$ cat src/sv/dso_pkg.sv
// Shared types, constants and helpers for the DDS surface offset block.
package dso_pkg;

  localparam int unsigned FaceW      = 3;
  localparam int unsigned MipW       = 4;
  localparam int unsigned DimW       = 16;
  localparam int unsigned WordW      = 32;
  localparam int unsigned OpBW       = 16;
  localparam int unsigned LvlCntW    = 5;
  localparam int unsigned BppW       = 8;
  localparam int unsigned BlkW       = 5;
  localparam int unsigned CfgIdxW    = 3;
  localparam int unsigned MaxLevelsDef = 16;
  localparam int unsigned MipMax     = (1 << MipW) - 1;

  localparam logic [WordW-1:0] FlagHeight  = 32'h0000_0002;
  localparam logic [WordW-1:0] FlagWidth   = 32'h0000_0004;
  localparam logic [WordW-1:0] FlagLevels  = 32'h0002_0000;
  localparam logic [WordW-1:0] FlagDepth   = 32'h0080_0000;
  localparam logic [WordW-1:0] FlagsReset  = 32'h0000_1001;
  localparam logic [WordW-1:0] HeaderBytes = 32'd128;

  // fourcc codes
  localparam logic [WordW-1:0] FccDxt1 = 32'h3154_5844;
  localparam logic [WordW-1:0] FccAti1 = 32'h3149_5441;
  localparam logic [WordW-1:0] FccDxt2 = 32'h3254_5844;
  localparam logic [WordW-1:0] FccDxt3 = 32'h3354_5844;
  localparam logic [WordW-1:0] FccDxt4 = 32'h3454_5844;
  localparam logic [WordW-1:0] FccDxt5 = 32'h3554_5844;
  localparam logic [WordW-1:0] FccRxgb = 32'h4247_5852;
  localparam logic [WordW-1:0] FccAti2 = 32'h3249_5441;
  localparam logic [WordW-1:0] FccBc3n = 32'h4E33_4342;

  typedef enum logic [CfgIdxW-1:0] {
    CfgFlags     = 3'd0,
    CfgWidth     = 3'd1,
    CfgHeight    = 3'd2,
    CfgDepth     = 3'd3,
    CfgLevels    = 3'd4,
    CfgBlockMode = 3'd5,
    CfgFormat    = 3'd6,
    CfgBpp       = 3'd7
  } cfg_idx_e;

  typedef enum logic [2:0] {
    SeqIdle,
    SeqMul0,
    SeqMul1,
    SeqMul2,
    SeqAcc,
    SeqFace,
    SeqFin
  } seq_state_e;

  typedef struct packed {
    logic [WordW-1:0]   flags;
    logic [DimW-1:0]    width;
    logic [DimW-1:0]    height;
    logic [DimW-1:0]    depth;
    logic [LvlCntW-1:0] level_count;
    logic               block_mode;
    logic [WordW-1:0]   format_code;
    logic [BppW-1:0]    bits_per_pixel;
  } cfg_t;

  // operand pair for the shared multiplier
  typedef struct packed {
    logic [WordW-1:0] a;
    logic [OpBW-1:0]  b;
  } mul_req_t;

  // finished result handed to the output register
  typedef struct packed {
    logic             valid;
    logic [WordW-1:0] offset;
  } res_t;

  function automatic logic [BlkW-1:0] block_bytes(input logic [WordW-1:0] fcc);
    logic [BlkW-1:0] r;
    case (fcc)
      FccDxt1, FccAti1: r = 5'd8;
      FccDxt2, FccDxt3, FccDxt4, FccDxt5,
      FccRxgb, FccAti2, FccBc3n: r = 5'd16;
      default: r = 5'd0;
    endcase
    return r;
  endfunction

  function automatic logic [DimW-1:0] halve(input logic [DimW-1:0] v);
    logic [DimW-1:0] h;
    h = v >> 1;
    return (h == '0) ? DimW'(1) : h;
  endfunction

endpackage

$ cat src/sv/dso_mul.sv
// Shared 32x16 multiplier, low 32 product bits registered.
module dso_mul (
  input  logic                         clk_i,
  input  dso_pkg::mul_req_t            req_i,
  output logic [dso_pkg::WordW-1:0]    prod_o
);

  localparam int unsigned FullW = dso_pkg::WordW + dso_pkg::OpBW;

  logic [FullW-1:0]          full;
  logic [dso_pkg::WordW-1:0] prod_d, prod_q;

  assign full   = FullW'(req_i.a) * FullW'(req_i.b);
  assign prod_d = full[dso_pkg::WordW-1:0];

  always_ff @(posedge clk_i) begin
    prod_q <= prod_d;
  end

  assign prod_o = prod_q;

endmodule

$ cat src/sv/dso_seq.sv
// Level-by-level sequencer: dimension halving, level sizes and running sums.
module dso_seq #(
  parameter int unsigned MAX_LEVELS = dso_pkg::MaxLevelsDef
) (
  input  logic                          clk_i,
  input  logic                          rst_ni,
  input  dso_pkg::cfg_t                 cfg_i,
  input  logic                          start_i,
  input  logic [dso_pkg::FaceW-1:0]     face_i,
  input  logic [dso_pkg::MipW-1:0]      mip_level_i,
  output logic                          busy_o,
  output dso_pkg::mul_req_t             mul_req_o,
  input  logic [dso_pkg::WordW-1:0]     prod_i,
  output dso_pkg::res_t                 res_o,
  input  logic                          res_ready_i
);

  localparam int unsigned LoopMax = (MAX_LEVELS > dso_pkg::MipMax) ? MAX_LEVELS
                                                                   : dso_pkg::MipMax;
  localparam int unsigned CntW = $clog2(LoopMax + 1);

  dso_pkg::seq_state_e state_q, state_d;

  logic [dso_pkg::FaceW-1:0] face_q;
  logic [CntW-1:0]           level_q, last_q, n_q, cnt_q;
  logic [dso_pkg::DimW-1:0]  w_q, h_q, d_q;
  logic [dso_pkg::WordW-1:0] face_sum_q, pre_sum_q;

  logic [CntW-1:0]           n_d, level_d, last_d, cnt_inc;
  logic [dso_pkg::DimW:0]    w_rnd, h_rnd;
  logic [8:0]                bpp_rnd;
  logic [dso_pkg::WordW-1:0] pitch_rnd;

  // level count seen by the face size
  always_comb begin
    if ((cfg_i.flags & dso_pkg::FlagLevels) == '0) begin
      n_d = '0;
    end else if (32'(cfg_i.level_count) > MAX_LEVELS) begin
      n_d = CntW'(MAX_LEVELS);
    end else begin
      n_d = CntW'(cfg_i.level_count);
    end
    level_d = CntW'(mip_level_i);
    last_d  = (n_d > level_d) ? n_d : level_d;
  end

  assign cnt_inc   = cnt_q + CntW'(1);
  assign w_rnd     = {1'b0, w_q} + 17'd3;
  assign h_rnd     = {1'b0, h_q} + 17'd3;
  assign bpp_rnd   = {1'b0, cfg_i.bits_per_pixel} + 9'd7;
  assign pitch_rnd = prod_i + 32'd3;

  // next state
  always_comb begin
    state_d = state_q;
    case (state_q)
      dso_pkg::SeqIdle: begin
        if (start_i) begin
          state_d = (last_d == '0) ? dso_pkg::SeqFace : dso_pkg::SeqMul0;
        end
      end
      dso_pkg::SeqMul0: state_d = dso_pkg::SeqMul1;
      dso_pkg::SeqMul1: state_d = cfg_i.block_mode ? dso_pkg::SeqAcc : dso_pkg::SeqMul2;
      dso_pkg::SeqMul2: state_d = dso_pkg::SeqAcc;
      dso_pkg::SeqAcc:  state_d = (cnt_inc == last_q) ? dso_pkg::SeqFace : dso_pkg::SeqMul0;
      dso_pkg::SeqFace: state_d = dso_pkg::SeqFin;
      dso_pkg::SeqFin:  state_d = res_ready_i ? dso_pkg::SeqIdle : dso_pkg::SeqFin;
      default:          state_d = dso_pkg::SeqIdle;
    endcase
  end

  // outputs
  always_comb begin
    mul_req_o  = '0;
    res_o      = '0;
    busy_o     = (state_q != dso_pkg::SeqIdle);
    case (state_q)
      dso_pkg::SeqMul0: begin
        if (cfg_i.block_mode) begin
          mul_req_o.a = 32'(dso_pkg::block_bytes(cfg_i.format_code));
          mul_req_o.b = {1'b0, w_rnd[dso_pkg::DimW:2]};
        end else begin
          mul_req_o.a = 32'(w_q);
          mul_req_o.b = 16'(bpp_rnd[8:3]);
        end
      end
      dso_pkg::SeqMul1: begin
        if (cfg_i.block_mode) begin
          mul_req_o.a = prod_i;
          mul_req_o.b = {1'b0, h_rnd[dso_pkg::DimW:2]};
        end else begin
          mul_req_o.a = {pitch_rnd[dso_pkg::WordW-1:2], 2'b00};
          mul_req_o.b = h_q;
        end
      end
      dso_pkg::SeqMul2: begin
        mul_req_o.a = prod_i;
        mul_req_o.b = d_q;
      end
      dso_pkg::SeqFace: begin
        mul_req_o.a = face_sum_q;
        mul_req_o.b = 16'(face_q);
      end
      dso_pkg::SeqFin: begin
        // keep the face product on the multiplier output while the word waits
        mul_req_o.a  = face_sum_q;
        mul_req_o.b  = 16'(face_q);
        res_o.valid  = 1'b1;
        res_o.offset = dso_pkg::HeaderBytes + prod_i + pre_sum_q;
      end
      default: begin
        mul_req_o = '0;
      end
    endcase
  end

  always_ff @(posedge clk_i or negedge rst_ni) begin
    if (!rst_ni) begin
      state_q <= dso_pkg::SeqIdle;
    end else begin
      state_q <= state_d;
    end
  end

  // datapath
  always_ff @(posedge clk_i) begin
    if (state_q == dso_pkg::SeqIdle && start_i) begin
      face_q     <= face_i;
      level_q    <= level_d;
      n_q        <= n_d;
      last_q     <= last_d;
      cnt_q      <= '0;
      face_sum_q <= '0;
      pre_sum_q  <= '0;
      w_q <= ((cfg_i.flags & dso_pkg::FlagWidth)  != '0) ? cfg_i.width  : 16'd1;
      h_q <= ((cfg_i.flags & dso_pkg::FlagHeight) != '0) ? cfg_i.height : 16'd1;
      d_q <= ((cfg_i.flags & dso_pkg::FlagDepth)  != '0) ? cfg_i.depth  : 16'd1;
    end else if (state_q == dso_pkg::SeqAcc) begin
      if (cnt_q < n_q)     face_sum_q <= face_sum_q + prod_i;
      if (cnt_q < level_q) pre_sum_q  <= pre_sum_q + prod_i;
      cnt_q <= cnt_inc;
      w_q   <= dso_pkg::halve(w_q);
      h_q   <= dso_pkg::halve(h_q);
      d_q   <= dso_pkg::halve(d_q);
    end
  end

endmodule

$ cat src/sv/dds_surface_offset.sv
// Top level of the DDS surface offset block: config registers, sequencer, output register.
//
// Returns the file offset of one surface: 128 header bytes, plus face times the
// size of a whole face, plus the sizes of the mip levels ahead of mip_level_i.
// Config words must be written through cfg_we_i/cfg_idx_i/cfg_data_i only while
// the block is idle; the block itself does not enforce this. One query walks mip
// levels 0 .. L-1, L = max(level count, mip level), with the level count taken
// as 0 when its flag is clear and capped at MAX_LEVELS. Each level runs through
// a single shared 32x16 multiplier, with two products and an accumulate for
// block-compressed formats, three products and an accumulate for RGB. A query
// holds in_stall_o high from acceptance through the level steps, the face
// product state SeqFace and SeqFin, where the finished word waits for room in
// the output register; then the result word drops into the output register and
// a new query is taken even while that word still waits behind out_stall_i.
module dds_surface_offset #(
  parameter int unsigned MAX_LEVELS = dso_pkg::MaxLevelsDef
) (
  input  logic                          clk_i,
  input  logic                          rst_ni,
  // query channel
  input  logic                          in_valid_i,
  output logic                          in_stall_o,
  input  logic [dso_pkg::FaceW-1:0]     face_i,
  input  logic [dso_pkg::MipW-1:0]      mip_level_i,
  // result channel
  output logic                          out_valid_o,
  input  logic                          out_stall_i,
  output logic [dso_pkg::WordW-1:0]     byte_offset_o,
  // config write port
  input  logic                          cfg_we_i,
  input  logic [dso_pkg::CfgIdxW-1:0]   cfg_idx_i,
  input  logic [dso_pkg::WordW-1:0]     cfg_data_i
);

  dso_pkg::cfg_t             cfg_q;
  dso_pkg::mul_req_t         mul_req;
  dso_pkg::res_t             res;
  logic [dso_pkg::WordW-1:0] prod;
  logic                      busy;
  logic                      start;
  logic                      res_ready;
  logic                      out_valid_q;
  logic [dso_pkg::WordW-1:0] offset_q;

  // config registers, all reset to zero except the flag word
  always_ff @(posedge clk_i or negedge rst_ni) begin
    if (!rst_ni) begin
      cfg_q.flags          <= dso_pkg::FlagsReset;
      cfg_q.width          <= '0;
      cfg_q.height         <= '0;
      cfg_q.depth          <= '0;
      cfg_q.level_count    <= '0;
      cfg_q.block_mode     <= 1'b0;
      cfg_q.format_code    <= '0;
      cfg_q.bits_per_pixel <= '0;
    end else if (cfg_we_i) begin
      case (dso_pkg::cfg_idx_e'(cfg_idx_i))
        dso_pkg::CfgFlags:     cfg_q.flags          <= cfg_data_i;
        dso_pkg::CfgWidth:     cfg_q.width          <= cfg_data_i[dso_pkg::DimW-1:0];
        dso_pkg::CfgHeight:    cfg_q.height         <= cfg_data_i[dso_pkg::DimW-1:0];
        dso_pkg::CfgDepth:     cfg_q.depth          <= cfg_data_i[dso_pkg::DimW-1:0];
        dso_pkg::CfgLevels:    cfg_q.level_count    <= cfg_data_i[dso_pkg::LvlCntW-1:0];
        dso_pkg::CfgBlockMode: cfg_q.block_mode     <= cfg_data_i[0];
        dso_pkg::CfgFormat:    cfg_q.format_code    <= cfg_data_i;
        dso_pkg::CfgBpp:       cfg_q.bits_per_pixel <= cfg_data_i[dso_pkg::BppW-1:0];
        default:               cfg_q                <= cfg_q;
      endcase
    end
  end

  assign in_stall_o = busy;
  assign start      = in_valid_i && !busy;

  // output register frees up when empty or being taken this cycle
  assign res_ready = !out_valid_q || !out_stall_i;

  dso_seq #(
    .MAX_LEVELS (MAX_LEVELS)
  ) u_seq (
    .clk_i       (clk_i),
    .rst_ni      (rst_ni),
    .cfg_i       (cfg_q),
    .start_i     (start),
    .face_i      (face_i),
    .mip_level_i (mip_level_i),
    .busy_o      (busy),
    .mul_req_o   (mul_req),
    .prod_i      (prod),
    .res_o       (res),
    .res_ready_i (res_ready)
  );

  dso_mul u_mul (
    .clk_i  (clk_i),
    .req_i  (mul_req),
    .prod_o (prod)
  );

  always_ff @(posedge clk_i or negedge rst_ni) begin
    if (!rst_ni) begin
      out_valid_q <= 1'b0;
    end else if (res.valid && res_ready) begin
      out_valid_q <= 1'b1;
    end else if (!out_stall_i) begin
      out_valid_q <= 1'b0;
    end
  end

  always_ff @(posedge clk_i) begin
    if (res.valid && res_ready) begin
      offset_q <= res.offset;
    end
  end

  assign out_valid_o   = out_valid_q;
  assign byte_offset_o = offset_q;

endmodule

$ cat config.mk
export PLATFORM = sky130hd
export DESIGN_NAME = dds_surface_offset
export DESIGN_NICKNAME = d
export VERILOG_FILES = /design/src/sv/dso_pkg.sv /design/src/sv/dso_mul.sv /design/src/sv/dso_seq.sv /design/src/sv/dds_surface_offset.sv
export SDC_FILE = /design/constraint.sdc
export NUM_CORES = 2
export LEC_CHECK = 0
export ABC_CLOCK_PERIOD_IN_PS = 12500
export BUFFER_PORTS_ARGS = -buffer_cell sky130_fd_sc_hd__buf_2
export CORE_ASPECT_RATIO = 0.6
export CORE_UTILIZATION = 60
export DETAILED_ROUTE_END_ITERATION = 10
export PLACE_DENSITY = 0.74
export RECOVER_POWER = 50
export SLEW_MARGIN = 20
export SYNTH_ARGS = -nofsm -noshare
export SYNTH_HDL_FRONTEND = slang
export SYNTH_SLANG_ARGS = --single-unit
export TNS_END_PERCENT = 50
$ cat constraint.sdc
create_clock -name clk_i -period 12.5 [get_ports clk_i]
set_input_delay 0.625 -clock clk_i [delete_from_list [all_inputs] [get_ports clk_i]]
set_output_delay 0.625 -clock clk_i [all_outputs]
set_load 0.02 [all_outputs]
Word-level counts from Yosys, hierarchy flattened
Cells that the tools add are included.
- flip-flop bits (word level): 320
- memory bits (writable): 0
- memory bits (read-only): 0
- memories: 0
- bits in latches: 0
- output and inout bits: 34
- reduce and logical (&&, ||, !) cells: 29
- div/mod/pow operators: 0
- $add $sub $neg: 9
- multiply operators: 1
- equal/unequal tests: 25
- $lt $le $gt $ge: 4
- mux-type cells: 28
- shift-type cells: 0
- bitwise logic cells: 0
- operator list (kind ; number):
    32-bit by 30-bit equality test with 1-bit output (second input constant) ; 7
    48-bit one-hot mux with 4 select lines ; 1
    16-bit two-way mux ; 9
    32-bit adder ; 3
    32-bit by 31-bit equality test with 1-bit output (second input constant) ; 2
    16-bit zero test ; 3
    48-bit two-way mux ; 1
    15-bit two-way mux ; 3
    16-bit by 2-bit adder with 17-bit output (second input constant) ; 2
    33-bit two-way mux ; 1
    32-bit by 2-bit adder with 32-bit output (second input constant) ; 1
    8-bit by 32-bit adder with 32-bit output (first input constant) ; 1
    32-bit zero test ; 1
    32-bit by 16-bit multiplier with 32-bit output ; 1
    32-bit two-way mux ; 1
    3-bit equality test (second input constant) ; 7
    3-bit one-hot mux with 7 select lines ; 1
    2-bit AND reduction ; 10
    3-bit two-way mux ; 5
    5-bit two-way mux ; 3
    3-bit by 2-bit equality test with 1-bit output (second input constant) ; 4
    5-bit one-hot mux with 2 select lines ; 1
    8-bit by 3-bit adder with 9-bit output (second input constant) ; 1
    7-bit OR reduction ; 1
    17 further kinds ; 26

Depth between registers and ports, before layout
- depth in word-level cells: 9
- mapped depth: 36
- mapped depth without buffers: 35

Cells and area by module
From an unflattened synthesis, not the netlist that was laid out.
- cells, all modules: 3346
- area total of the unflattened synthesis: 31128.6 µm²
- by module, submodules not included (module ; cells each ; times used ; area an instance (µm²)):
    dso_seq ; 1636 ; 1 ; 13063.8
    dso_mul ; 1398 ; 1 ; 12243.0
    dds_surface_offset ; 312 ; 1 ; 5821.8

Worst setup path before layout
No wires, ideal clock.
- kind: register -> register
- start point: register u_seq.state_q[1]
- end point: register u_mul.prod_q (netlist bit u_mul.prod_o[31])
- setup time: 0.129 ns
- arrival: 8.119 ns
- cell stages (with the launch flop): 35
- path slack: 4.251 ns
- path buffers: 6
- data required time: 12.371 ns
- period minus slack after synthesis: 8.249 ns
- path through: dfrtp_1 buf_2 nor2b_1 buf_2 and2_1 buf_2 clkbuf_1 clkbuf_1 a222oi_1 o21ai_0 clkbuf_1 nand2_1 fa_1 inv_1 fa_1 inv_1 fa_1 fa_1 inv_1 fa_1 inv_1 fa_1 inv_1 ha_1 a21oi_1 o21ai_0 a31o_2 a31o_2 a311o_1 a21oi_2 o21ai_1 a21oi_2 xor2_1 xnor2_1 xnor3_1
- longest elaborated chain between the ends: 4
- elaborated cells on any way between the ends: 8
- ends and longest elaborated chain (what ; line ; text):
    start: declaration ; dso_seq.sv:22 ; dso_pkg::seq_state_e state_q, state_d;
    start signal: assignment ; dso_seq.sv:119 ; state_q <= dso_pkg::SeqIdle;
    start signal: assignment ; dso_seq.sv:121 ; state_q <= state_d;
    3-bit equality test ; dso_seq.sv:77 ; case (state_q)
    2-bit OR reduction (no line) ; - ;
    48-bit one-hot mux with 4 select lines * ; dso_seq.sv:77 ;
    32-bit by 16-bit multiplier with 32-bit output * ; dso_mul.sv:13 ; assign full = FullW'(req_i.a) * FullW'(req_i.b);
    via u_mul.full[31] ; dso_mul.sv:10 ; logic [FullW-1:0] full;
    end signal: assignment ; dso_mul.sv:17 ; prod_q <= prod_d;
    end: declaration ; dso_mul.sv:11 ; logic [dso_pkg::WordW-1:0] prod_d, prod_q;
Mark *: on every way through the listed nets, which the timed path passes. The rest lies on a longest branch.
A chain may end at the register's enable or synchronous reset.

Worst setup path in the final report
- start point: register u_seq.state_q[0]
- end point: register u_mul.prod_q (netlist bit u_mul.prod_o[31])
Same word-level chain as after synthesis.

==> flow_metrics.env <==
export IMPL_outcome="finished with violations"
export IMPL_violations="capacitance limit, slew limit"
export IMPL_fin_crit_ns=9.61
export IMPL_syn_nets=3732
export IMPL_synth_common_cells="nand2_1 (557), inv_1 (386), fa_1 (335)"
export IMPL_first_pass_iters=10
export IMPL_fin_nets=3758
export IMPL_synth_cell_type_count=96
export IMPL_routed_via_density=6.17
export IMPL_dr_wl_met2_um=35800
export IMPL_grt_overflow_total=0
export IMPL_n_antenna_cell=0
export IMPL_dp_slack_ns=2.99
export IMPL_fin_hold_ws_ns=0.222
export IMPL_max_freq_mhz=104
export IMPL_cts_hold_buf=0
export IMPL_cp_max_fo=30
export IMPL_insertion_delay_ns=0.59
export IMPL_die_h_um=173
export IMPL_cpMostUsedCell="fa_1"
export IMPL_p_per_area_nw_per_um2=195
export IMPL_grt_max_degree=63
export IMPL_regToRegSetupSlack_ns=2.89
export IMPL_yosysSeqAreaShare=0.255
export IMPL_totalWireLength_um=86600
export IMPL_clkSlewWorstSetupHoldPaths_ns=0.07
export IMPL_pin_count=81
export IMPL_dr_max_layer_used="met4"
export IMPL_hold_start="face_i[1]"
export IMPL_synth_top_area_frac=0.229
export IMPL_timing_rr_start="u_seq.state_q[0]"
export IMPL_hold_class="in -> reg"
export IMPL_route_met3_wl_um=10500
export IMPL_rsz0062_at_grt="no"
export IMPL_worstPathRequired_ns=12.97
export IMPL_startpoint_type="flop"
export IMPL_coreArea_um2=48000
export IMPL_postSynthCellCount=3180
export IMPL_p_leak_uw=0.0135
export IMPL_grt_first_pass_wirelength_um=136000
export IMPL_yosys_top_cells_area="fa_1 (23%), edfxtp_1 (9.9%), dfrtp_1 (8.7%)"
export IMPL_ir_worst_vdd_mv=0.130
export IMPL_cap_viol_max_count=4
export IMPL_drive_gt1_frac=0.0852
export IMPL_clockBufferDepth=3
export IMPL_cts_setup_buffers=0
export IMPL_route_detailed_drc=0
export IMPL_relSlewSlack=-1.25
export IMPL_maxSlewViolCount=168
export IMPL_syn_avg_cell_area_um2=9.22
export IMPL_die_w_um=287
export IMPL_synth_top_area_cell="fa_1"
export IMPL_antenna_found_initial=0
export IMPL_cts_buffers_inserted=27
export IMPL_gp_congestion=1.01
export IMPL_grt_pass1_vias=23800
export IMPL_ctsResizeCount=0
export IMPL_endpoint_kind="flop"
export IMPL_clock_sinks=300
export IMPL_tightest_slew_ns=3.37
export IMPL_worst_r2r_path_depth=28
export IMPL_setup_viol=0
export IMPL_htree_levels=1
export IMPL_period_share=0.769
export IMPL_finClkSkew_ns=0.0206
export IMPL_antenna_left=0
export IMPL_initial_utilization=0.611
export IMPL_yosysWarnings=0
export IMPL_crit_path_start="u_seq.state_q[0]"
export IMPL_wl_per_cell_um=22.4
export IMPL_synth_ff_type="dfrtp_1"
export IMPL_rows=62
export IMPL_fin_ws_ns=2.89
export IMPL_cts_tree="done"
export IMPL_synth_edf_count=97
export IMPL_worstSetupPathType="reg -> reg"
export IMPL_vias=23900
export IMPL_synthMostInstantiatedCell="nand2_1"
export IMPL_synth_ff_latch_count=300
export IMPL_max_stage_delay_ns=1.00
export IMPL_setup_tns_ns=0
export IMPL_slowest_stage="o21ai_4"
export IMPL_met1Wirelength_um=38500
export IMPL_critPathArrivalTime_ns=10.07
export IMPL_endpoint="u_mul.prod_o[31]"
export IMPL_place_port_buffers=80
export IMPL_root_buffer="clkbuf_16"
export IMPL_async_flop_share=0.340
export IMPL_area_growth_pct=6.60
export IMPL_timing_rr_end="u_mul.prod_o[31]"
export IMPL_grt_total_usage=0.353
export IMPL_die_area_um2=49800
export IMPL_hold_violations=0
export IMPL_dp_hpwl_um=66100
export IMPL_synthesis_area_um2=29300
export IMPL_drt_iter0_markers=2731
==> sequential cells by signal, indices dropped and copies added (netlist names) <==
| signal | flops |
|---|---|
| u_mul.prod_o | 32 |
| u_seq.d_q | 16 |
| u_seq.pre_sum_q | 32 |
| u_seq.level_q | 4 |
| u_seq.face_sum_q | 32 |
| u_seq.last_q | 5 |
| u_seq.cnt_q | 5 |
| u_seq.w_q | 16 |
| out_valid_o | 1 |
| u_seq.n_q | 5 |
| u_seq.face_q | 3 |
| byte_offset_o | 32 |
| cfg_q | 98 |
| u_seq.state_q | 3 |
| u_seq.h_q | 16 |
==> layout by cell type, fill, tap and decap left out, drive strengths merged, types with 50 or more instances in the layout <==
cell type  instances
nand2            560
inv              385
fa               335
ha               170
nor2             157
a21oi            139
o21ai            119
xnor2            108
dfrtp            102
dfxtp            101
mux2              97
edfxtp            97
nand3             89
clkbuf            81
buf               80
xor2              79
a21o              53
and2              50
==> logic make-up after synthesis <==
kind of cell             synth area share
AND/OR/NAND/NOR                     0.171
AO/OA/AOI/OAI                       0.109
buffers and inverters              0.0671
adder cells (fa/ha/maj)             0.301
multiplexers                       0.0386
XOR/XNOR                           0.0577
flip-flops                          0.255
==> layer usage <==
layer  global-route usage  vias to the layer above
li1                     -                    10500
met1                0.543                    11800
met2                0.501                     1362
met3               0.0884                      149
met4               0.0742                        0
met5                    0                        -
==> worst max-delay path: cells and delay by family, from the launching register on <==
kind,cells,cell delay [ns]
fa+ha+maj,7,3.39
xor+xnor,3,0.72
flops,1,0.90
compound gates,9,2.85
buf+inv,5,0.26
simple gates,4,1.36
==> layout make-up <==
class | count | area [um2]
Clock buffer | 36 | 739
Fill cell | 3981 | 16800
Inverter | 386 | 1450
Tap cell | 640 | 801
Sequential cell | 300 | 7490
Timing Repair Buffer | 125 | 689
Clock inverter | 14 | 148
Multi-Input combinational cell | 2366 | 19900
==> where the power goes <==
group / leakage (uW) / switching (uW) / internal, uW
clock network: 0.000427 / 404 / 462
registers: 0.00297 / 422 / 1370
logic: 0.0101 / 2230 / 1220
total: 0.0135 / 3050 / 3040
==> stage by stage <==
step	total power, uW	cell area, um2	utilization	std cells
after global placement	5010	30400	0.634	3816
final	6100	31300	0.651	3867
after detailed placement	5120	30400	0.634	3816
after floorplan	3980	29300	-	3180
after global routing	6500	31300	0.651	3867
after CTS	5990	31300	0.652	3866
==> worst min-delay path by stage <==
stage                               endpoint  cells after the start  slack [ns]
after CTS                          cfg_q[28]                      1        0.03
after global routing         u_seq.face_q[1]                      1        0.22
final                        u_seq.face_q[1]                      1        0.22
after floorplan                     cfg_q[0]                      0        0.33
after detailed placement  u_seq.pre_sum_q[0]                      2        0.46
after global placement    u_seq.pre_sum_q[8]                      2        0.44
No activity file was read; power rests on OpenSTA's default activity.
